## src/lwpw_pkg.sv

```systemverilog
// shared types, command codes and sizes for the lcd window pixel writer
// no dependencies; the rtl files refer to this package by scoped names, the testbench imports it
package lwpw_pkg;

  // panel geometry
  localparam int PANEL_ROWS = 176;
  localparam int PANEL_COLS = 220;
  localparam int XW = $clog2(PANEL_ROWS + 1);
  localparam int YW = $clog2(PANEL_COLS + 1);

  // queue sizes
  localparam int OPQ_DEPTH = 2;
  localparam int OPQ_PTR_W = $clog2(OPQ_DEPTH);
  localparam int OPQ_CNT_W = $clog2(OPQ_DEPTH + 1);
  localparam int OUTQ_DEPTH = 4;
  localparam int OUTQ_PTR_W = $clog2(OUTQ_DEPTH);
  localparam int OUTQ_CNT_W = $clog2(OUTQ_DEPTH + 1);

  // bus command codes
  localparam logic [15:0] CMD_ENTRY  = 16'h0003;
  localparam logic [15:0] CMD_HADDR  = 16'h0020;
  localparam logic [15:0] CMD_VADDR  = 16'h0021;
  localparam logic [15:0] CMD_PIXEL  = 16'h0022;
  localparam logic [15:0] CMD_CEND   = 16'h0036;
  localparam logic [15:0] CMD_CSTART = 16'h0037;
  localparam logic [15:0] CMD_PEND   = 16'h0038;
  localparam logic [15:0] CMD_PSTART = 16'h0039;

  // entry-mode bit that selects page-first stepping
  localparam int ENTRY_PAGE_FIRST_BIT = 3;

  typedef enum logic [3:0] {
    SEL_NONE,
    SEL_ENTRY,
    SEL_HADDR,
    SEL_VADDR,
    SEL_PIXEL,
    SEL_CEND,
    SEL_CSTART,
    SEL_PEND,
    SEL_PSTART
  } sel_t;

  typedef struct packed {
    logic        is_parameter;
    logic [15:0] bus_word;
  } in_item_t;

  typedef struct packed {
    logic        pixel_written;
    logic [15:0] pixel_address;
    logic [15:0] pixel_value;
    logic        frame_end;
  } out_item_t;

  // classified parameter word handed from front to back
  typedef struct packed {
    sel_t        sel;
    logic [15:0] word;
  } op_t;

endpackage

```

## src/lwpw_front.sv

```systemverilog
// front end: accepts bus words, tracks the selected command, classifies parameters
// depends on lwpw_pkg; feeds lwpw_op_queue
module lwpw_front (
  input  logic              clk,
  input  logic              rst,
  input  logic              push,
  input  lwpw_pkg::in_item_t request,
  input  logic              queue_full,
  output logic              op_push,
  output lwpw_pkg::op_t     op
);

  lwpw_pkg::sel_t selected;
  lwpw_pkg::sel_t decoded;
  logic           accept;

  assign accept = push && !queue_full;

  always_comb begin
    unique case (request.bus_word)
      lwpw_pkg::CMD_ENTRY:  decoded = lwpw_pkg::SEL_ENTRY;
      lwpw_pkg::CMD_HADDR:  decoded = lwpw_pkg::SEL_HADDR;
      lwpw_pkg::CMD_VADDR:  decoded = lwpw_pkg::SEL_VADDR;
      lwpw_pkg::CMD_PIXEL:  decoded = lwpw_pkg::SEL_PIXEL;
      lwpw_pkg::CMD_CEND:   decoded = lwpw_pkg::SEL_CEND;
      lwpw_pkg::CMD_CSTART: decoded = lwpw_pkg::SEL_CSTART;
      lwpw_pkg::CMD_PEND:   decoded = lwpw_pkg::SEL_PEND;
      lwpw_pkg::CMD_PSTART: decoded = lwpw_pkg::SEL_PSTART;
      default:              decoded = lwpw_pkg::SEL_NONE;
    endcase
  end

  always_ff @(posedge clk) begin
    if (rst) begin
      selected <= lwpw_pkg::SEL_NONE;
    end else if (accept && !request.is_parameter) begin
      selected <= decoded;
    end
  end

  // parameters with nothing selected are dropped here
  assign op_push = accept && request.is_parameter && (selected != lwpw_pkg::SEL_NONE);
  assign op.sel  = selected;
  assign op.word = request.bus_word;

endmodule

```

## src/lwpw_op_queue.sv

```systemverilog
// short queue of classified parameter words between front and back
// depends on lwpw_pkg
module lwpw_op_queue (
  input  logic          clk,
  input  logic          rst,
  input  logic          wr_en,
  input  lwpw_pkg::op_t wr_op,
  output logic          full,
  input  logic          rd_en,
  output logic          rd_valid,
  output lwpw_pkg::op_t rd_op
);

  localparam int PW = lwpw_pkg::OPQ_PTR_W;
  localparam int CW = lwpw_pkg::OPQ_CNT_W;

  lwpw_pkg::op_t  mem [lwpw_pkg::OPQ_DEPTH];
  logic [PW-1:0]  wptr;
  logic [PW-1:0]  rptr;
  logic [CW-1:0]  count;
  logic           do_wr;
  logic           do_rd;

  assign full     = (count == CW'(lwpw_pkg::OPQ_DEPTH));
  assign rd_valid = (count != '0);
  assign rd_op    = mem[rptr];
  assign do_wr    = wr_en && !full;
  assign do_rd    = rd_en && rd_valid;

  always_ff @(posedge clk) begin
    if (do_wr) begin
      mem[wptr] <= wr_op;
    end
  end

  always_ff @(posedge clk) begin
    if (rst) begin
      wptr  <= '0;
      rptr  <= '0;
      count <= '0;
    end else begin
      if (do_wr) begin
        wptr <= (wptr == PW'(lwpw_pkg::OPQ_DEPTH - 1)) ? '0 : wptr + 1'b1;
      end
      if (do_rd) begin
        rptr <= (rptr == PW'(lwpw_pkg::OPQ_DEPTH - 1)) ? '0 : rptr + 1'b1;
      end
      if (do_wr && !do_rd) begin
        count <= count + 1'b1;
      end else if (do_rd && !do_wr) begin
        count <= count - 1'b1;
      end
    end
  end

endmodule

```

## src/lwpw_back.sv

```systemverilog
// back end: window registers, address counters, pixel address stage, result queue
// depends on lwpw_pkg; drains lwpw_op_queue
module lwpw_back (
  input  logic               clk,
  input  logic               rst,
  input  logic               op_valid,
  input  lwpw_pkg::op_t      op,
  output logic               op_take,
  output logic               empty,
  input  logic               pop,
  output lwpw_pkg::out_item_t result
);

  localparam int XW = lwpw_pkg::XW;
  localparam int YW = lwpw_pkg::YW;
  localparam int PW = lwpw_pkg::OUTQ_PTR_W;
  localparam int CW = lwpw_pkg::OUTQ_CNT_W;

  // window and counter state
  logic [15:0] column_start;
  logic [15:0] column_end;
  logic [15:0] page_start;
  logic [15:0] page_end;
  logic [31:0] col_extent;
  logic [31:0] page_extent;
  logic [31:0] column_offset;
  logic [31:0] page_offset;
  logic        page_first_order;

  // address stage
  logic          st_valid;
  logic          st_written;
  logic [XW-1:0] st_x;
  logic [YW-1:0] st_y;
  logic [15:0]   st_value;
  logic          st_frame;

  // result queue
  lwpw_pkg::out_item_t outq [lwpw_pkg::OUTQ_DEPTH];
  logic [PW-1:0]       wptr;
  logic [PW-1:0]       rptr;
  logic [CW-1:0]       count;

  logic        is_pixel;
  logic        credit;
  logic [31:0] word32;
  logic [31:0] x32;
  logic [31:0] y32;
  logic        on_panel;
  logic [31:0] col_inc;
  logic [31:0] page_inc;
  logic        col_wrap;
  logic        page_wrap;
  logic [31:0] column_offset_next;
  logic [31:0] page_offset_next;
  logic        frame;
  logic [31:0] addr_full;
  lwpw_pkg::out_item_t st_item;
  logic        do_pop;

  assign word32   = {16'b0, op.word};
  assign is_pixel = (op.sel == lwpw_pkg::SEL_PIXEL);
  assign credit   = ({1'b0, count} + (CW + 1)'(st_valid)) < (CW + 1)'(lwpw_pkg::OUTQ_DEPTH);
  assign op_take  = op_valid && (!is_pixel || credit);

  assign x32      = {16'b0, column_start} + column_offset;
  assign y32      = {16'b0, page_start} + page_offset;
  assign on_panel = (x32 < 32'(lwpw_pkg::PANEL_ROWS)) && (y32 < 32'(lwpw_pkg::PANEL_COLS));

  assign col_inc   = column_offset + 32'd1;
  assign page_inc  = page_offset + 32'd1;
  assign col_wrap  = col_inc > col_extent;
  assign page_wrap = page_inc > page_extent;

  always_comb begin
    if (!page_first_order) begin
      column_offset_next = col_wrap ? '0 : col_inc;
      page_offset_next   = col_wrap ? (page_wrap ? '0 : page_inc) : page_offset;
      frame              = col_wrap && page_wrap;
    end else begin
      page_offset_next   = page_wrap ? '0 : page_inc;
      column_offset_next = page_wrap ? (col_wrap ? '0 : col_inc) : column_offset;
      frame              = page_wrap && col_wrap;
    end
  end

  always_ff @(posedge clk) begin
    if (rst) begin
      column_start     <= '0;
      column_end       <= 16'(lwpw_pkg::PANEL_ROWS - 1);
      page_start       <= '0;
      page_end         <= 16'(lwpw_pkg::PANEL_COLS - 1);
      col_extent       <= 32'(lwpw_pkg::PANEL_ROWS - 1);
      page_extent      <= 32'(lwpw_pkg::PANEL_COLS - 1);
      column_offset    <= '0;
      page_offset      <= '0;
      page_first_order <= 1'b0;
    end else if (op_take) begin
      unique case (op.sel)
        lwpw_pkg::SEL_ENTRY: begin
          page_first_order <= op.word[lwpw_pkg::ENTRY_PAGE_FIRST_BIT];
        end
        lwpw_pkg::SEL_HADDR: begin
          column_offset <= word32 - {16'b0, column_start};
        end
        lwpw_pkg::SEL_VADDR: begin
          page_offset <= word32 - {16'b0, page_start};
        end
        lwpw_pkg::SEL_PIXEL: begin
          column_offset <= column_offset_next;
          page_offset   <= page_offset_next;
        end
        lwpw_pkg::SEL_CEND: begin
          column_end <= op.word;
          col_extent <= word32 - {16'b0, column_start};
        end
        lwpw_pkg::SEL_CSTART: begin
          column_start <= op.word;
          col_extent   <= {16'b0, column_end} - word32;
        end
        lwpw_pkg::SEL_PEND: begin
          page_end    <= op.word;
          page_extent <= word32 - {16'b0, page_start};
        end
        lwpw_pkg::SEL_PSTART: begin
          page_start  <= op.word;
          page_extent <= {16'b0, page_end} - word32;
        end
        default: begin
        end
      endcase
    end
  end

  // address stage, off-panel pixels carry zeros
  always_ff @(posedge clk) begin
    if (rst) begin
      st_valid <= 1'b0;
    end else begin
      st_valid <= op_take && is_pixel;
    end
  end

  always_ff @(posedge clk) begin
    if (op_take && is_pixel) begin
      st_written <= on_panel;
      st_x       <= on_panel ? x32[XW-1:0] : '0;
      st_y       <= on_panel ? y32[YW-1:0] : '0;
      st_value   <= on_panel ? op.word : '0;
      st_frame   <= frame;
    end
  end

  assign addr_full = 32'(st_x) * 32'(lwpw_pkg::PANEL_COLS) + 32'(st_y);

  assign st_item.pixel_written = st_written;
  assign st_item.pixel_address = addr_full[15:0];
  assign st_item.pixel_value   = st_value;
  assign st_item.frame_end     = st_frame;

  // result queue, space for the stage is reserved when the pixel is taken
  assign empty  = (count == '0);
  assign result = outq[rptr];
  assign do_pop = pop && !empty;

  always_ff @(posedge clk) begin
    if (st_valid) begin
      outq[wptr] <= st_item;
    end
  end

  always_ff @(posedge clk) begin
    if (rst) begin
      wptr  <= '0;
      rptr  <= '0;
      count <= '0;
    end else begin
      if (st_valid) begin
        wptr <= (wptr == PW'(lwpw_pkg::OUTQ_DEPTH - 1)) ? '0 : wptr + 1'b1;
      end
      if (do_pop) begin
        rptr <= (rptr == PW'(lwpw_pkg::OUTQ_DEPTH - 1)) ? '0 : rptr + 1'b1;
      end
      if (st_valid && !do_pop) begin
        count <= count + 1'b1;
      end else if (do_pop && !st_valid) begin
        count <= count - 1'b1;
      end
    end
  end

  a_outq_no_overflow: assert property (@(posedge clk) disable iff (rst)
    st_valid |-> (count < CW'(lwpw_pkg::OUTQ_DEPTH) || do_pop))
    else $error("result queue written while full");

  a_pixel_needs_credit: assert property (@(posedge clk) disable iff (rst)
    (op_take && is_pixel) |-> credit)
    else $error("pixel taken without result queue space");

  a_stage_feeds_queue: assert property (@(posedge clk) disable iff (rst)
    (op_take && is_pixel) |=> st_valid)
    else $error("taken pixel did not reach the address stage");

  a_dropped_pixel_zero: assert property (@(posedge clk) disable iff (rst)
    (!empty && !result.pixel_written) |->
      (result.pixel_address == 16'd0 && result.pixel_value == 16'd0))
    else $error("dropped pixel carries nonzero address or value");

endmodule

```

## src/lwpw_top_dummy_placeholder_unused.sv

```systemverilog
// address-stage helper is folded into lwpw_back; this file holds the top level
// depends on lwpw_pkg, lwpw_front, lwpw_op_queue, lwpw_back
//
//  channel   direction  handshake          payload
//  request   in         push / full        lwpw_pkg::in_item_t
//  result    out        pop / empty        lwpw_pkg::out_item_t
//
// one bus word is taken per cycle while full is low; full rises only when the two-entry op queue
// is full, which happens when the back end holds pixels for lack of result space
// a pixel request reaches the result port through the op queue, the counter update
// into the address stage, and the address multiply into the four-entry result queue
// reset (synchronous, rst high) sets the full panel window, zero counters,
// column-first stepping and no selected command, and empties both queues
// non-pixel parameters and command words produce no result
module lcd_window_pixel_writer (
  input  logic                clk,
  input  logic                rst,
  input  logic                push,
  output logic                full,
  input  lwpw_pkg::in_item_t  request,
  output logic                empty,
  input  logic                pop,
  output lwpw_pkg::out_item_t result
);

  // front to queue
  logic          op_push;
  lwpw_pkg::op_t front_op;

  // queue to back
  logic          q_valid;
  lwpw_pkg::op_t q_op;
  logic          q_take;

  // front: command decode and parameter classification
  lwpw_front u_front (
    .clk        (clk),
    .rst        (rst),
    .push       (push),
    .request    (request),
    .queue_full (full),
    .op_push    (op_push),
    .op         (front_op)
  );

  // decoupling queue, its full flag is the request-side backpressure
  lwpw_op_queue u_op_queue (
    .clk      (clk),
    .rst      (rst),
    .wr_en    (op_push),
    .wr_op    (front_op),
    .full     (full),
    .rd_en    (q_take),
    .rd_valid (q_valid),
    .rd_op    (q_op)
  );

  // back: window state, counters, pixel address and result queue
  lwpw_back u_back (
    .clk      (clk),
    .rst      (rst),
    .op_valid (q_valid),
    .op       (q_op),
    .op_take  (q_take),
    .empty    (empty),
    .pop      (pop),
    .result   (result)
  );

endmodule

```

## config.mk

```make
export PLATFORM = sky130hd
export DESIGN_NAME = lcd_window_pixel_writer
export DESIGN_NICKNAME = d
export VERILOG_FILES = /design/src/lwpw_pkg.sv /design/src/lwpw_front.sv /design/src/lwpw_op_queue.sv /design/src/lwpw_back.sv /design/src/lwpw_top_dummy_placeholder_unused.sv
export SDC_FILE = /design/constraint.sdc
export NUM_CORES = 1
export LEC_CHECK = 0
export ABC_AREA = 1
export BUFFER_PORTS_ARGS = -buffer_cell sky130_fd_sc_hd__buf_2
export CAP_MARGIN = 15
export CORE_MARGIN = 2
export CORE_UTILIZATION = 55
export DETAILED_ROUTE_END_ITERATION = 8
export HOLD_SLACK_MARGIN = 0.1
export PLACE_DENSITY = 0.69
export SETUP_SLACK_MARGIN = 0.02
export SYNTH_ARGS = -nofsm -noshare
export SYNTH_HDL_FRONTEND = slang
export SYNTH_HIERARCHICAL = 1
export SYNTH_SLANG_ARGS = --single-unit
export TNS_END_PERCENT = 1
```

## constraint.sdc

```tcl
create_clock -name clk -period 7.8 [get_ports clk]
set_input_delay 1.56 -clock clk [delete_from_list [all_inputs] [get_ports clk]]
set_output_delay 1.56 -clock clk [all_outputs]
set_load 0.05 [all_outputs]
```

==> results of run 1 <==
## layer usage
metal / vias up / GRT usage, % / wire (um)
met3: 143 / 3.52 / 4130
li1: 11600 / - / -
met5: - / 0 / 0
met1: 10900 / 37.9 / 31700
met2: 711 / 50.5 / 34700
met4: 0 / 9.46 / 2290
## cell usage after synthesis (5+ instances only)
cell | instances | area share, %
sky130_fd_sc_hd__fa_1 | 23 | 1.7
sky130_fd_sc_hd__buf_6 | 6 | 0.25
sky130_fd_sc_hd__a21oi_1 | 197 | 3.7
sky130_fd_sc_hd__nand2_2 | 7 | 0.16
sky130_fd_sc_hd__dfxtp_1 | 182 | 14
sky130_fd_sc_hd__o21ai_1 | 5 | 0.094
sky130_fd_sc_hd__a21o_1 | 12 | 0.34
sky130_fd_sc_hd__nand4_1 | 34 | 0.80
sky130_fd_sc_hd__inv_1 | 519 | 7.3
sky130_fd_sc_hd__ha_1 | 204 | 9.6
sky130_fd_sc_hd__nor2_1 | 400 | 5.6
sky130_fd_sc_hd__clkbuf_1 | 67 | 0.94
sky130_fd_sc_hd__edfxtp_1 | 210 | 24
sky130_fd_sc_hd__nor4_1 | 9 | 0.21
sky130_fd_sc_hd__a31oi_1 | 6 | 0.14
sky130_fd_sc_hd__xor2_1 | 107 | 3.5
sky130_fd_sc_hd__o21ai_0 | 223 | 4.2
sky130_fd_sc_hd__o211ai_1 | 36 | 1.0
sky130_fd_sc_hd__a211oi_1 | 5 | 0.14
sky130_fd_sc_hd__buf_4 | 16 | 0.45
sky130_fd_sc_hd__o21bai_1 | 10 | 0.28
sky130_fd_sc_hd__nand3b_1 | 9 | 0.25
sky130_fd_sc_hd__mux2_4 | 20 | 1.1
sky130_fd_sc_hd__buf_2 | 14 | 0.26
sky130_fd_sc_hd__nand2_1 | 862 | 12
sky130_fd_sc_hd__nand3_1 | 207 | 3.9
sky130_fd_sc_hd__o21a_1 | 5 | 0.14
sky130_fd_sc_hd__o22ai_1 | 34 | 0.80
sky130_fd_sc_hd__inv_2 | 8 | 0.11
sky130_fd_sc_hd__xnor2_1 | 32 | 1.1
sky130_fd_sc_hd__nor3_1 | 29 | 0.54
sky130_fd_sc_hd__nor2_2 | 41 | 0.96
## stage by stage
step | hold slack, ns | instance area [um^2] | instances
detailed placement | 0.460 | 27300 | 4154
CTS | 0.468 | 28800 | 4233
finish | 0.465 | 28800 | 4234
global placement | 0.456 | 27300 | 4154
floorplan | 0.435 | 26700 | 3572
global route | 0.483 | 28800 | 4234
## cells by family (layout without fill, tap and decap cells)
kind of cell    Yosys count  in the layout  synth area share [%]
simple gates           1613           1613                  25.1
buf+inv                 637            684                  9.43
fa+ha+maj               227            227                  11.3
xor+xnor                139            139                  4.57
compound gates          544            544                  11.2
flops                   392            392                  37.3
mux                      20             20                  1.13
## worst max-delay path: cells and delay by family, from the launching register on
kind                     cells  cell delay, ns
XOR/XNOR                     1            0.16
adder cells (fa/ha/maj)      1            0.30
flip-flops                   1            0.35
AO/OA/AOI/OAI                1            0.14
AND/OR/NAND/NOR             11            3.69
buffers and inverters        4            0.81
## cell usage in the layout (no fill, tap or decap), types with 8 or more instances in the layout
cell type | netlist | final
sky130_fd_sc_hd__a21o_1 | 12 | 12
sky130_fd_sc_hd__a21oi_1 | 197 | 197
sky130_fd_sc_hd__buf_2 | 14 | 56
sky130_fd_sc_hd__buf_4 | 16 | 18
sky130_fd_sc_hd__clkbuf_1 | 67 | 9
sky130_fd_sc_hd__clkbuf_16 | 0 | 43
sky130_fd_sc_hd__dfxtp_1 | 182 | 181
sky130_fd_sc_hd__edfxtp_1 | 210 | 210
sky130_fd_sc_hd__fa_1 | 23 | 23
sky130_fd_sc_hd__ha_1 | 204 | 204
sky130_fd_sc_hd__inv_1 | 519 | 517
sky130_fd_sc_hd__inv_2 | 8 | 8
sky130_fd_sc_hd__mux2_4 | 20 | 20
sky130_fd_sc_hd__nand2_1 | 862 | 861
sky130_fd_sc_hd__nand2_2 | 7 | 8
sky130_fd_sc_hd__nand3_1 | 207 | 207
sky130_fd_sc_hd__nand3b_1 | 9 | 9
sky130_fd_sc_hd__nand4_1 | 34 | 34
sky130_fd_sc_hd__nor2_1 | 400 | 400
sky130_fd_sc_hd__nor2_2 | 41 | 41
sky130_fd_sc_hd__nor3_1 | 29 | 29
sky130_fd_sc_hd__nor4_1 | 9 | 9
sky130_fd_sc_hd__o211ai_1 | 36 | 36
sky130_fd_sc_hd__o21ai_0 | 223 | 223
sky130_fd_sc_hd__o21bai_1 | 10 | 10
sky130_fd_sc_hd__o22ai_1 | 34 | 34
sky130_fd_sc_hd__xnor2_1 | 32 | 32
sky130_fd_sc_hd__xor2_1 | 107 | 107
## state kept, by name, summed over array words and instances (netlist names), 16 cells and up, named ones only
register,cells
u_back/column_offset,32
u_op_queue/mem,40
u_back/col_extent,17
u_back/st_value,16
u_back/page_start,16
u_back/page_extent,17
u_back/column_end,16
u_back/page_offset,32
u_back/column_start,16
u_back/outq,136
u_back/page_end,16
## worst max-delay path by stage
stage / cells after the start / endpoint / startpoint
global route: 20 / u_back/page_offset[30] / u_back/page_offset[0]
finish: 18 / u_back/page_offset[23] / u_back/page_offset[4]
global placement: 19 / u_back/column_offset[30] / u_back/page_offset[4]
floorplan: 15 / u_back/outq[0][32] / u_back/st_x[5]
detailed placement: 19 / u_back/column_offset[27] / u_back/page_offset[4]
CTS: 19 / u_back/column_offset[27] / u_back/page_offset[4]
## final cells by class
class                   instances  area [um^2]
clock buffers                  54         1140
repair buffers                 75          435
multi-input cells            2543        14200
flip-flops and latches        392         9950
fillers                      4390        18900
inverters                     530         1990
well taps                     615          769
clock inverters                25          330
## power breakdown
group,switching [mW],internal [mW],total [mW]
registers,0.0443,2.24,2.28
clock network,0.877,1.22,2.10
logic,1.27,0.438,1.70
total,2.19,3.89,6.08
==> impl_results.html, run 1 <==
<table>
<tr><th>Metric</th><th>Value</th></tr>
<tr><th colspan="2">Critical path</th></tr>
<tr><td>Startpoint-to-endpoint class of the critical path</td><td>register to register</td></tr>
<tr><td>Most numerous cell on the critical path</td><td>sky130_fd_sc_hd__inv_1</td></tr>
<tr><td>Standard cell with the maximum stage delay on the critical path</td><td>sky130_fd_sc_hd__nor4_1</td></tr>
<tr><td>Length in cells of the worst reg-to-reg path</td><td>18</td></tr>
<tr><td>Worst R2R Setup Slack</td><td>2.26 ns</td></tr>
<tr><td>Arrival time of data at the critical path endpoint</td><td>6.05 ns</td></tr>
<tr><td>Worst reg2reg path endpoint</td><td>u_back/page_offset[23]</td></tr>
<tr><td>Worst-path cell chain</td><td>inv_1 &gt; nor4_1 &gt; nand2_1 &gt; nor2_2 &gt; inv_1 &gt; nor2_1 &gt; nand3_1 &gt; xor2_1 &gt; inv_1 &gt; ha_1 &gt; nand4_1 &gt; nor4_1 &gt; nand3_1 &gt; nand2_1 &gt; nand2_1 &gt; inv_1 &gt; a21oi_1 &gt; nor2_1</td></tr>
<tr><td>Worst setup SP type</td><td>register</td></tr>
<tr><td>Maximum fanout encountered on the critical timing path</td><td>16</td></tr>
<tr><td>RR Startpoint</td><td>u_back/page_offset[4]</td></tr>
<tr><td>Critical path's largest stage delay</td><td>~0.88 ns</td></tr>
<tr><td>CP Capture Type</td><td>register</td></tr>
<tr><td>Critical path required time</td><td>slightly above 8 ns</td></tr>
<tr><th colspan="2">Synthesis</th></tr>
<tr><td>Netlist cell types</td><td>49</td></tr>
<tr><td>Cell count after synthesis</td><td>3572</td></tr>
<tr><td>Mean instance size in the synthesized netlist</td><td>about 7.5 um^2</td></tr>
<tr><td>Post-synth EDFFs</td><td>210</td></tr>
<tr><td>Leading register cell type out of synthesis</td><td>sky130_fd_sc_hd__edfxtp_1</td></tr>
<tr><td>Number of warnings printed during yosys synthesis</td><td>6</td></tr>
<tr><td>Sequential cell area fraction in the yosys report</td><td>between 30% and 40%</td></tr>
<tr><td>Async set-or-reset flop fraction in the synthesized netlist</td><td>0%</td></tr>
<tr><td>Post-Synthesis Cell Area</td><td>around 27000 um^2</td></tr>
<tr><td>Net Count, Synth</td><td>3820</td></tr>
<tr><td>Number of synthesized register bits</td><td>slightly below 400</td></tr>
<tr><th colspan="2">Clock network</th></tr>
<tr><td>Insertion delay of the later-clocked pin in the worst-skew pair</td><td>between 0.5 and 0.6 ns</td></tr>
<tr><td>Clock buffer depth</td><td>3</td></tr>
<tr><td>Root Driver</td><td>sky130_fd_sc_hd__clkbuf_16</td></tr>
<tr><td>Postcts setup bufs</td><td>0</td></tr>
<tr><td>Clock sink count</td><td>a little under 400</td></tr>
<tr><td>Resize count post-CTS</td><td>0</td></tr>
<tr><td>Number of CTS-inserted buffers</td><td>43</td></tr>
<tr><td>Clk pin slew, worst setup/hold paths</td><td>roughly 0.060 ns</td></tr>
<tr><td>Cts hold-fix bufs</td><td>0</td></tr>
<tr><td>Total number of H-tree levels</td><td>2</td></tr>
<tr><td>Clock tree from TritonCTS</td><td>yes</td></tr>
<tr><th colspan="2">Placed design</th></tr>
<tr><td>Detailed Place HPWL</td><td>roughly 55000 um</td></tr>
<tr><td>Number of port buffers</td><td>56</td></tr>
<tr><td>Worst slack after detailed placement</td><td>1.98 ns</td></tr>
<tr><td>RePlAce Congestion</td><td>between 0.9 and 1</td></tr>
<tr><th colspan="2">Layout</th></tr>
<tr><td>Number of inserted diodes</td><td>0</td></tr>
<tr><td>Total number of nets in the final design</td><td>3833</td></tr>
<tr><td>Layout cells sized above 1</td><td>6.49%</td></tr>
<tr><td>Util after Layout</td><td>60.3%</td></tr>
<tr><td>Area delta synth-&gt;final</td><td>8.08%</td></tr>
<tr><th colspan="2">Routing</th></tr>
<tr><td>Number of vias in the routed layout</td><td>between 20000 and 25000</td></tr>
<tr><td>Detailed-route wire length</td><td>roughly 73000 um</td></tr>
<tr><td>Mean routed wirelength per cell</td><td>17.2 um</td></tr>
<tr><td>Average via count per standard cell</td><td>~5.5</td></tr>
<tr><td>Final ANT Viol Nets</td><td>0</td></tr>
<tr><td>First-pass iteration count of the detailed router</td><td>6</td></tr>
<tr><td>Residual DRC count</td><td>0</td></tr>
<tr><td>DRC marker count from the first detailed-route iteration</td><td>between 1500 and 2000</td></tr>
<tr><th colspan="2">STA</th></tr>
<tr><td>Normalized max-slew margin</td><td>between 20% and 30%</td></tr>
<tr><td>Number of endpoints with negative hold slack in the final report</td><td>0</td></tr>
<tr><td>Final max-slew violation count</td><td>0</td></tr>
<tr><td>Setup Skew</td><td>0.0203 ns</td></tr>
<tr><td>Minimum setup slack in the final design</td><td>2.26 ns</td></tr>
<tr><td>Finish-stage setup viols</td><td>0</td></tr>
<tr><td>Measured slew at the worst slew-check pin</td><td>~1.1 ns</td></tr>
<tr><td>Aggregate negative setup slack</td><td>0 ns</td></tr>
<tr><td>RSZ-0062 raised after global routing</td><td>no</td></tr>
<tr><td>Highest clock frequency the design can meet</td><td>roughly 180 MHz</td></tr>
<tr><td>Final clock period utilization by the worst path</td><td>between 70% and 80%</td></tr>
<tr><td>Period minus WS final</td><td>between 5 and 6 ns</td></tr>
<tr><th colspan="2">Worst hold path</th></tr>
<tr><td>WHS Endpoint</td><td>u_back/col_extent[14]</td></tr>
<tr><td>Number of cells traversed by the worst hold path</td><td>2</td></tr>
<tr><td>Min-delay worst type</td><td>register to register</td></tr>
<tr><td>Start point of the worst min-delay path</td><td>u_back/col_extent[14]</td></tr>
<tr><th colspan="2">Pwr</th></tr>
<tr><td>Reported leakage power</td><td>13.8 nW</td></tr>
<tr><td>Peak supply drop</td><td>roughly 0.18 mV</td></tr>
<tr><td>Power per standard cell area</td><td>between 200 and 250 nW/um^2</td></tr>
<tr><td>Post-layout total power</td><td>just over 6 mW</td></tr>
<tr><th colspan="2">Run</th></tr>
<tr><td>Max-capacitance violation count</td><td>0</td></tr>
<tr><th colspan="2">Global route</th></tr>
<tr><td>Gr ovfl total</td><td>0</td></tr>
<tr><td>Global-route wire length before repair</td><td>about 120000 um</td></tr>
<tr><td>Antenna violations before repair</td><td>0</td></tr>
<tr><td>Via count of the first global-routing pass</td><td>22500</td></tr>
<tr><td>Largest net degree at the start of global routing</td><td>92</td></tr>
<tr><td>Gr usage total</td><td>a little under 30%</td></tr>
<tr><th colspan="2">Floorplan</th></tr>
<tr><td>Initial Util</td><td>55.8%</td></tr>
<tr><td>Die footprint</td><td>50200 um^2</td></tr>
<tr><td># rows</td><td>80</td></tr>
<tr><td>Core Region</td><td>between 40000 and 50000 um^2</td></tr>
<tr><td>I/O pins</td><td>57</td></tr>
<tr><td>Die Wd</td><td>224 um</td></tr>
<tr><td>Die height</td><td>approximately 220 um</td></tr>
<tr><th colspan="2">Outcome</th></tr>
<tr><td>Run status</td><td>finished, final reports clean</td></tr>
</table>
No activity file was read; power rests on OpenSTA's default activity.
==> inputs of run 2 (changes only) <==
- clock period: 7.8 -> 5.49 ns (I/O delays scaled with it)
==> impl_results.html, run 2 (same netlist as run 1, synthesis figures left out) <==
<table>
<tr><th>Metric</th><th>Value</th></tr>
<tr><th colspan="2">Floorplan</th></tr>
<tr><td>Initial Util</td><td>around 56%</td></tr>
<tr><td># rows</td><td>80</td></tr>
<tr><td>Die height</td><td>224 um</td></tr>
<tr><td>Die footprint</td><td>between 50000 and 60000 um^2</td></tr>
<tr><td>Die Wd</td><td>between 200 and 250 um</td></tr>
<tr><td>Core Region</td><td>approximately 48000 um^2</td></tr>
<tr><td>I/O pins</td><td>57</td></tr>
<tr><th colspan="2">Pwr</th></tr>
<tr><td>Switch share</td><td>approximately 36%</td></tr>
<tr><td>Cell internal power dissipation</td><td>approximately 5.5 mW</td></tr>
<tr><td>Reported leakage power</td><td>approximately 14 nW</td></tr>
<tr><td>Combinational fraction of design power</td><td>27.9%</td></tr>
<tr><td>Post-layout total power</td><td>approximately 8.5 mW</td></tr>
<tr><td>Net switching component of the power</td><td>about 3 mW</td></tr>
<tr><td>Power share of the clock group</td><td>33.9%</td></tr>
<tr><td>Power per standard cell area</td><td>approximately 300 nW/um^2</td></tr>
<tr><td>Peak supply drop</td><td>about 0.28 mV</td></tr>
<tr><td>Sequential cell fraction of total power</td><td>38.2%</td></tr>
<tr><th colspan="2">Layout</th></tr>
<tr><td>Number of filler cells placed in the layout</td><td>~4300</td></tr>
<tr><td>Register with the most flip-flops</td><td>u_back/outq</td></tr>
<tr><td>Number of inserted diodes</td><td>0</td></tr>
<tr><td>Commonest cells after routing, fill and taps aside</td><td>sky130_fd_sc_hd__nand2_1 (861), sky130_fd_sc_hd__inv_1 (517), sky130_fd_sc_hd__nor2_1 (400)</td></tr>
<tr><td>Number of flip-flops in the largest register</td><td>136</td></tr>
<tr><td>Final non-filler cell total</td><td>4238</td></tr>
<tr><td>Most common library cell in the layout ignoring fill and taps</td><td>sky130_fd_sc_hd__nand2_1</td></tr>
<tr><td>Fin area</td><td>roughly 29000 um^2</td></tr>
<tr><td>Top Registers</td><td>u_back/outq (136), u_op_queue/mem (40)</td></tr>
<tr><td>Area delta synth-&gt;final</td><td>8.02%</td></tr>
<tr><td>Layout cells sized above 1</td><td>6.51%</td></tr>
<tr><td>Total number of nets in the final design</td><td>3839</td></tr>
<tr><th colspan="2">Critical path</th></tr>
<tr><td>Worst setup SP type</td><td>register</td></tr>
<tr><td>Worst-path cell chain</td><td>nand3_1 &gt; nor2_2 &gt; nand3_1 &gt; nor2_1 &gt; nand2_1 &gt; nor2_2 &gt; nand2_1 &gt; nor2_1 &gt; xor2_1 &gt; inv_1 &gt; ha_1 &gt; nand2_1 &gt; nor2_1 &gt; nand2_1 &gt; nor4_1 &gt; nand2_1 &gt; nand2_1 &gt; nand2_1 &gt; nand2_1 &gt; nand3_1 &gt; a21oi_1 &gt; nor2_1</td></tr>
<tr><td>CP Capture Type</td><td>register</td></tr>
<tr><td>Worst R2R Setup Slack</td><td>around 0.6 ns</td></tr>
<tr><td>Critical path's largest stage delay</td><td>approximately 0.56 ns</td></tr>
<tr><td>Standard cell with the maximum stage delay on the critical path</td><td>sky130_fd_sc_hd__nand3_1</td></tr>
<tr><td>Worst reg2reg path endpoint</td><td>u_back/page_offset[31]</td></tr>
<tr><td>Most numerous cell on the critical path</td><td>sky130_fd_sc_hd__nand2_1</td></tr>
<tr><td>Startpoint-to-endpoint class of the critical path</td><td>register to register</td></tr>
<tr><td>RR Startpoint</td><td>u_back/column_offset[1]</td></tr>
<tr><td>Maximum fanout encountered on the critical timing path</td><td>16</td></tr>
<tr><td>Length in cells of the worst reg-to-reg path</td><td>22</td></tr>
<tr><td>Arrival time of data at the critical path endpoint</td><td>between 5 and 6 ns</td></tr>
<tr><td>Critical path required time</td><td>5.94 ns</td></tr>
<tr><th colspan="2">Routing</th></tr>
<tr><td>Number of vias in the routed layout</td><td>roughly 23000</td></tr>
<tr><td>DRC marker count from the first detailed-route iteration</td><td>1757</td></tr>
<tr><td>Average via count per standard cell</td><td>5.49</td></tr>
<tr><td>Residual DRC count</td><td>0</td></tr>
<tr><td>First-pass iteration count of the detailed router</td><td>6</td></tr>
<tr><td>Detailed-route wire length</td><td>about 70000 um</td></tr>
<tr><td>Mean routed wirelength per cell</td><td>~17 um</td></tr>
<tr><td>Final ANT Viol Nets</td><td>0</td></tr>
<tr><th colspan="2">Global route</th></tr>
<tr><td>Antenna violations before repair</td><td>0</td></tr>
<tr><td>Largest net degree at the start of global routing</td><td>97</td></tr>
<tr><td>Gr ovfl total</td><td>0</td></tr>
<tr><td>Via count of the first global-routing pass</td><td>around 22000</td></tr>
<tr><td>Global-route wire length before repair</td><td>between 100000 and 150000 um</td></tr>
<tr><td>Gr usage total</td><td>~28%</td></tr>
<tr><th colspan="2">STA</th></tr>
<tr><td>Final clock period utilization by the worst path</td><td>89.1%</td></tr>
<tr><td>Final max-slew violation count</td><td>0</td></tr>
<tr><td>Period minus WS final</td><td>between 4 and 5 ns</td></tr>
<tr><td>Normalized max-slew margin</td><td>a little over a quarter</td></tr>
<tr><td>RSZ-0062 raised after global routing</td><td>no</td></tr>
<tr><td>Finish-stage setup viols</td><td>0</td></tr>
<tr><td>Measured slew at the worst slew-check pin</td><td>approximately 1.1 ns</td></tr>
<tr><td>Highest clock frequency the design can meet</td><td>just over 200 MHz</td></tr>
<tr><td>Aggregate negative setup slack</td><td>0 ns</td></tr>
<tr><td>Setup Skew</td><td>0.0346 ns</td></tr>
<tr><td>Number of endpoints with negative hold slack in the final report</td><td>0</td></tr>
<tr><th colspan="2">Clock network</th></tr>
<tr><td>Clock tree from TritonCTS</td><td>yes</td></tr>
<tr><td>Root Driver</td><td>sky130_fd_sc_hd__clkbuf_16</td></tr>
<tr><td>Insertion delay of the later-clocked pin in the worst-skew pair</td><td>slightly below 0.6 ns</td></tr>
<tr><td>Clock buffer depth</td><td>3</td></tr>
<tr><td>Cts hold-fix bufs</td><td>0</td></tr>
<tr><td>Clock sink count</td><td>392</td></tr>
<tr><td>Postcts setup bufs</td><td>0</td></tr>
<tr><td>Total number of H-tree levels</td><td>2</td></tr>
<tr><td>Number of CTS-inserted buffers</td><td>43</td></tr>
<tr><td>Clk pin slew, worst setup/hold paths</td><td>~0.06 ns</td></tr>
<tr><td>Resize count post-CTS</td><td>0</td></tr>
<tr><th colspan="2">Placed design</th></tr>
<tr><td>Number of port buffers</td><td>56</td></tr>
<tr><td>RePlAce Congestion</td><td>0.973</td></tr>
<tr><td>Total instance count after detailed placement</td><td>around 4200</td></tr>
<tr><td>Total cell area at the placement stage</td><td>between 20000 and 30000 um^2</td></tr>
<tr><td>Detailed Place HPWL</td><td>roughly 54000 um</td></tr>
<tr><th colspan="2">Worst hold path</th></tr>
<tr><td>Min-delay worst type</td><td>register to register</td></tr>
<tr><td>WHS Endpoint</td><td>u_back/col_extent[13]</td></tr>
<tr><td>Number of cells traversed by the worst hold path</td><td>2</td></tr>
<tr><td>Start point of the worst min-delay path</td><td>u_back/col_extent[13]</td></tr>
<tr><th colspan="2">Run</th></tr>
<tr><td>Max-capacitance violation count</td><td>0</td></tr>
<tr><th colspan="2">Outcome</th></tr>
<tr><td>Run status</td><td>finished, final reports clean</td></tr>
</table>
-- run 2: power groups by stage --
stage | registers (mW) | logic (mW) | clock network (mW)
after floorplan | 3.28 | 1.81 | 0
after CTS | 3.26 | 2.38 | 2.94
after detailed placement | 3.32 | 2.37 | 0
after global routing | 3.27 | 2.59 | 3.04
final | 3.26 | 2.38 | 2.89
after global placement | 3.32 | 2.33 | 0
-- run 2: metrics by stage --
step           utilization (%)  worst slack (ns)  hold WS, ns
2_1_floorplan                -              1.63        0.435
3_3_place_gp              57.4             0.788        0.457
3_5_place_dp              57.4             0.694        0.469
4_1_cts                   60.3             0.638        0.476
5_1_grt                   60.3             0.195        0.500
6_report                  60.3             0.600        0.472
-- run 2: routing by layer --
layer | routed length (um) | GRT usage, %
met5 | 0 | 0
met4 | 2350 | 9.70
met3 | 4250 | 3.32
met2 | 34000 | 49.0
met1 | 30800 | 37.1
-- run 2: worst max-delay path, delay by kind of cell (launching register included) --
family                     cells  cell delay [ns]
xor gates and xnor gates       1             0.16
buffers and inverters          1             0.12
AOI/OAI and AO/OA              1             0.37
and+or+nand+nor               18             3.33
DFF                            1             0.43
adders and majority gates      1             0.31
-- run 2: area by class of cell --
type | count | area, um^2 | share of cell area, %
sequential | 392 | 9950 | 34.6
timing repair buffer | 81 | 480 | 1.67
multi-input combinational | 2543 | 14200 | 49.3
clock inverter | 17 | 215 | 0.747
inverter | 530 | 1990 | 6.92
tap | 615 | 769 | 2.67
clock buffer | 60 | 1190 | 4.13
-- run 2: how the worst max path moves through the flow --
| stage | from | endpoint | slack [ns] | depth (start not counted) |
|---|---|---|---|---|
| floorplan | u_back/st_x[5] | u_back/outq[0][32] | 1.63 | 15 |
| finish | u_back/column_offset[1] | u_back/page_offset[31] | 0.60 | 22 |
| global route | u_back/column_offset[1] | u_back/page_offset[20] | 0.19 | 22 |
| global placement | u_back/column_offset[1] | u_back/page_offset[31] | 0.79 | 22 |
| detailed placement | u_back/column_offset[1] | u_back/page_offset[31] | 0.69 | 22 |
| CTS | u_back/column_offset[1] | u_back/page_offset[31] | 0.64 | 22 |
==> inputs of run 3 (changes only) <==
--- a/config.mk
+++ b/config.mk
@@ -14,3 +14,3 @@
 export HOLD_SLACK_MARGIN = 0.1
-export PLACE_DENSITY = 0.69
+export PLACE_DENSITY = 0.68
 export SETUP_SLACK_MARGIN = 0.02
==> constraint.sdc (replaced) <==
create_clock -name clk -period 5.49 [get_ports clk]
set_input_delay 0.2745 -clock clk [delete_from_list [all_inputs] [get_ports clk]]
set_output_delay 0.2745 -clock clk [all_outputs]
set_load 0.05 [all_outputs]
==> impl_results.html, run 3 (same netlist as run 1, synthesis figures left out) <==
<table>
<tr><th>Metric</th><th>Value</th></tr>
<tr><th colspan="2">Outcome</th></tr>
<tr><td>Run status</td><td>finished, final reports clean</td></tr>
<tr><th colspan="2">Pwr</th></tr>
<tr><td>Combinational fraction of design power</td><td>between 20% and 30%</td></tr>
<tr><td>Peak supply drop</td><td>0.283 mV</td></tr>
<tr><td>Reported leakage power</td><td>about 14 nW</td></tr>
<tr><td>Net switching component of the power</td><td>just over 3 mW</td></tr>
<tr><td>Cell internal power dissipation</td><td>~5.5 mW</td></tr>
<tr><td>Switch share</td><td>a little over a third</td></tr>
<tr><td>Power share of the clock group</td><td>about a third</td></tr>
<tr><td>Power per standard cell area</td><td>just under 300 nW/um^2</td></tr>
<tr><td>Sequential cell fraction of total power</td><td>between 30% and 40%</td></tr>
<tr><th colspan="2">Routing</th></tr>
<tr><td>Detailed-route wire length</td><td>approximately 72000 um</td></tr>
<tr><td>Number of vias in the routed layout</td><td>~23000</td></tr>
<tr><td>Residual DRC count</td><td>0</td></tr>
<tr><td>DRC marker count from the first detailed-route iteration</td><td>between 1500 and 2000</td></tr>
<tr><td>Mean routed wirelength per cell</td><td>between 15 and 20 um</td></tr>
<tr><td>First-pass iteration count of the detailed router</td><td>6</td></tr>
<tr><td>Final ANT Viol Nets</td><td>0</td></tr>
<tr><td>Average via count per standard cell</td><td>between 5 and 6</td></tr>
<tr><th colspan="2">Placed design</th></tr>
<tr><td>Number of port buffers</td><td>56</td></tr>
<tr><td>Worst slack after detailed placement</td><td>around 1 ns</td></tr>
<tr><td>RePlAce Congestion</td><td>0.949</td></tr>
<tr><td>Detailed Place HPWL</td><td>53800 um</td></tr>
<tr><th colspan="2">Worst hold path</th></tr>
<tr><td>Min-delay worst type</td><td>input port to register</td></tr>
<tr><td>Number of cells traversed by the worst hold path</td><td>6</td></tr>
<tr><th colspan="2">STA</th></tr>
<tr><td>Final max-slew violation count</td><td>0</td></tr>
<tr><td>Number of endpoints with negative hold slack in the final report</td><td>0</td></tr>
<tr><td>Final clock period utilization by the worst path</td><td>84.2%</td></tr>
<tr><td>Post-Route Hold Slack</td><td>around 0.16 ns</td></tr>
<tr><td>RSZ-0062 raised after global routing</td><td>no</td></tr>
<tr><td>Measured slew at the worst slew-check pin</td><td>about 1.1 ns</td></tr>
<tr><td>Finish-stage setup viols</td><td>0</td></tr>
<tr><td>Highest clock frequency the design can meet</td><td>about 220 MHz</td></tr>
<tr><td>Period minus WS final</td><td>roughly 4.6 ns</td></tr>
<tr><td>Setup Skew</td><td>0.0292 ns</td></tr>
<tr><td>Normalized max-slew margin</td><td>a little over a quarter</td></tr>
<tr><td>Minimum setup slack in the final design</td><td>approximately 0.87 ns</td></tr>
<tr><td>Aggregate negative setup slack</td><td>0 ns</td></tr>
<tr><th colspan="2">Global route</th></tr>
<tr><td>Gr ovfl total</td><td>0</td></tr>
<tr><td>Via count of the first global-routing pass</td><td>around 22000</td></tr>
<tr><td>Largest net degree at the start of global routing</td><td>~70</td></tr>
<tr><td>Global-route wire length before repair</td><td>approximately 110000 um</td></tr>
<tr><td>Antenna violations before repair</td><td>1</td></tr>
<tr><td>Gr usage total</td><td>28.6%</td></tr>
<tr><th colspan="2">Layout</th></tr>
<tr><td>Layout cells sized above 1</td><td>under 10%</td></tr>
<tr><td>Total number of nets in the final design</td><td>between 3000 and 4000</td></tr>
<tr><td>Most common library cell in the layout ignoring fill and taps</td><td>sky130_fd_sc_hd__nand2_1</td></tr>
<tr><td>Number of flip-flops in the largest register</td><td>between 100 and 150</td></tr>
<tr><td>Commonest cells after routing, fill and taps aside</td><td>sky130_fd_sc_hd__nand2_1 (861), sky130_fd_sc_hd__inv_1 (518), sky130_fd_sc_hd__nor2_1 (400)</td></tr>
<tr><td>Area delta synth-&gt;final</td><td>8.82%</td></tr>
<tr><td>Top Registers</td><td>u_back/outq (136), u_op_queue/mem (40)</td></tr>
<tr><td>Register with the most flip-flops</td><td>u_back/outq</td></tr>
<tr><th colspan="2">Floorplan</th></tr>
<tr><td>Initial Util</td><td>55.8%</td></tr>
<tr><td>Core Region</td><td>about 48000 um^2</td></tr>
<tr><td>Die footprint</td><td>roughly 50000 um^2</td></tr>
<tr><td>Die Wd</td><td>~220 um</td></tr>
<tr><td>Die height</td><td>about 220 um</td></tr>
<tr><td># rows</td><td>80</td></tr>
<tr><td>I/O pins</td><td>57</td></tr>
<tr><th colspan="2">Run</th></tr>
<tr><td>Max-capacitance violation count</td><td>0</td></tr>
<tr><th colspan="2">Critical path</th></tr>
<tr><td>Startpoint-to-endpoint class of the critical path</td><td>register to register</td></tr>
<tr><td>Maximum fanout encountered on the critical timing path</td><td>38</td></tr>
<tr><td>Worst setup SP type</td><td>register</td></tr>
<tr><td>Arrival time of data at the critical path endpoint</td><td>5.10 ns</td></tr>
<tr><td>Length in cells of the worst reg-to-reg path</td><td>23</td></tr>
<tr><td>Critical path required time</td><td>between 5 and 6 ns</td></tr>
<tr><td>CP Capture Type</td><td>register</td></tr>
<tr><th colspan="2">Clock network</th></tr>
<tr><td>Insertion delay of the later-clocked pin in the worst-skew pair</td><td>about 0.6 ns</td></tr>
<tr><td>Postcts setup bufs</td><td>0</td></tr>
<tr><td>Root Driver</td><td>sky130_fd_sc_hd__clkbuf_16</td></tr>
<tr><td>Clock buffer depth</td><td>3</td></tr>
<tr><td>Number of CTS-inserted buffers</td><td>45</td></tr>
<tr><td>Clock tree from TritonCTS</td><td>yes</td></tr>
<tr><td>Clk pin slew, worst setup/hold paths</td><td>about 0.06 ns</td></tr>
<tr><td>Cts hold-fix bufs</td><td>18</td></tr>
<tr><td>Total number of H-tree levels</td><td>2</td></tr>
<tr><td>Clock sink count</td><td>392</td></tr>
<tr><td>Resize count post-CTS</td><td>0</td></tr>
</table>
[run 3: changes by cell type in the layout (fill, tap and decap cells not counted), sizes merged]
cell         delta
buf             -1
bufinv          -1
clkbuf          +4
clkinv          +1
clkinvlp        +2
diode           +1
dlygate4sd3    +18
inv             -1
[run 3: path summary, 6_finish.rpt]
path	from	end	slack, ns
worst max-delay path	u_back/page_offset[0]	u_back/column_offset[0]	0.87
worst min-delay path	request[16]	u_op_queue/wptr	0.16
worst max register to register	u_back/page_offset[0]	u_back/column_offset[0]	0.87
worst min register to register	u_back/col_extent[14]	u_back/col_extent[14]	0.47
[run 3: power groups by stage]
stage | Combinational, mW | Sequential (mW) | Clock (mW)
floorplan | 1.81 | 3.28 | 0
global placement | 2.34 | 3.30 | 0
detailed placement | 2.38 | 3.30 | 0
CTS | 2.39 | 3.24 | 2.99
global route | 2.61 | 3.25 | 3.10
finish | 2.40 | 3.24 | 2.93
[run 3: worst max-delay path, stage by stage (launching register included)]
cell and delay (ns):
sky130_fd_sc_hd__dfxtp_1 0.40, sky130_fd_sc_hd__inv_1 0.08, sky130_fd_sc_hd__nor3_1 0.49, sky130_fd_sc_hd__nand2_1 0.23
sky130_fd_sc_hd__nor2_1 0.20, sky130_fd_sc_hd__nand2_1 0.15, sky130_fd_sc_hd__nor2_1 0.21, sky130_fd_sc_hd__nand2_1 0.09
sky130_fd_sc_hd__xor2_1 0.15, sky130_fd_sc_hd__inv_1 0.07, sky130_fd_sc_hd__ha_1 0.31, sky130_fd_sc_hd__nand4_1 0.10
sky130_fd_sc_hd__inv_1 0.07, sky130_fd_sc_hd__nand4_1 0.11, sky130_fd_sc_hd__nor4_1 0.32, sky130_fd_sc_hd__nand3_1 0.12
sky130_fd_sc_hd__nand2_1 0.10, sky130_fd_sc_hd__buf_4 0.21, sky130_fd_sc_hd__nand3_1 0.11, sky130_fd_sc_hd__nand2_2 0.48
sky130_fd_sc_hd__buf_12 0.27, sky130_fd_sc_hd__nand2_1 0.08, sky130_fd_sc_hd__nand2_1 0.07, sky130_fd_sc_hd__nor2_1 0.05
[run 3: final cells by class]
class                           count  area, um^2
Fill cell                        4299       18700
Multi-Input combinational cell   2543       14200
Sequential cell                   392        9950
Inverter                          530        1990
Clock buffer                       64        1240
Tap cell                          615         769
Timing Repair Buffer               98         653
Clock inverter                     18         208
Antenna cell                        1        2.50
[run 3: metrics by stage]
step / power (mW) / utilization (%) / cells / instance area, um^2
finish: 8.57 / 60.8 / 4261 / 29000
global route: 8.97 / 60.8 / 4260 / 29000
CTS: 8.62 / 60.8 / 4260 / 29000
detailed placement: 5.68 / 57.4 / 4160 / 27400
global placement: 5.63 / 57.4 / 4160 / 27400
floorplan: 5.09 / - / 3572 / 26700
[run 3: metal layers]
layer  vias to the layer above  routed length, um  GRT usage [%]
met4                         0               2880           11.5
met1                     10900              30900           36.4
li1                      11700                  -              -
met2                       681              33800           48.8
met5                         -                  0              0
met3                       160               4250           4.35
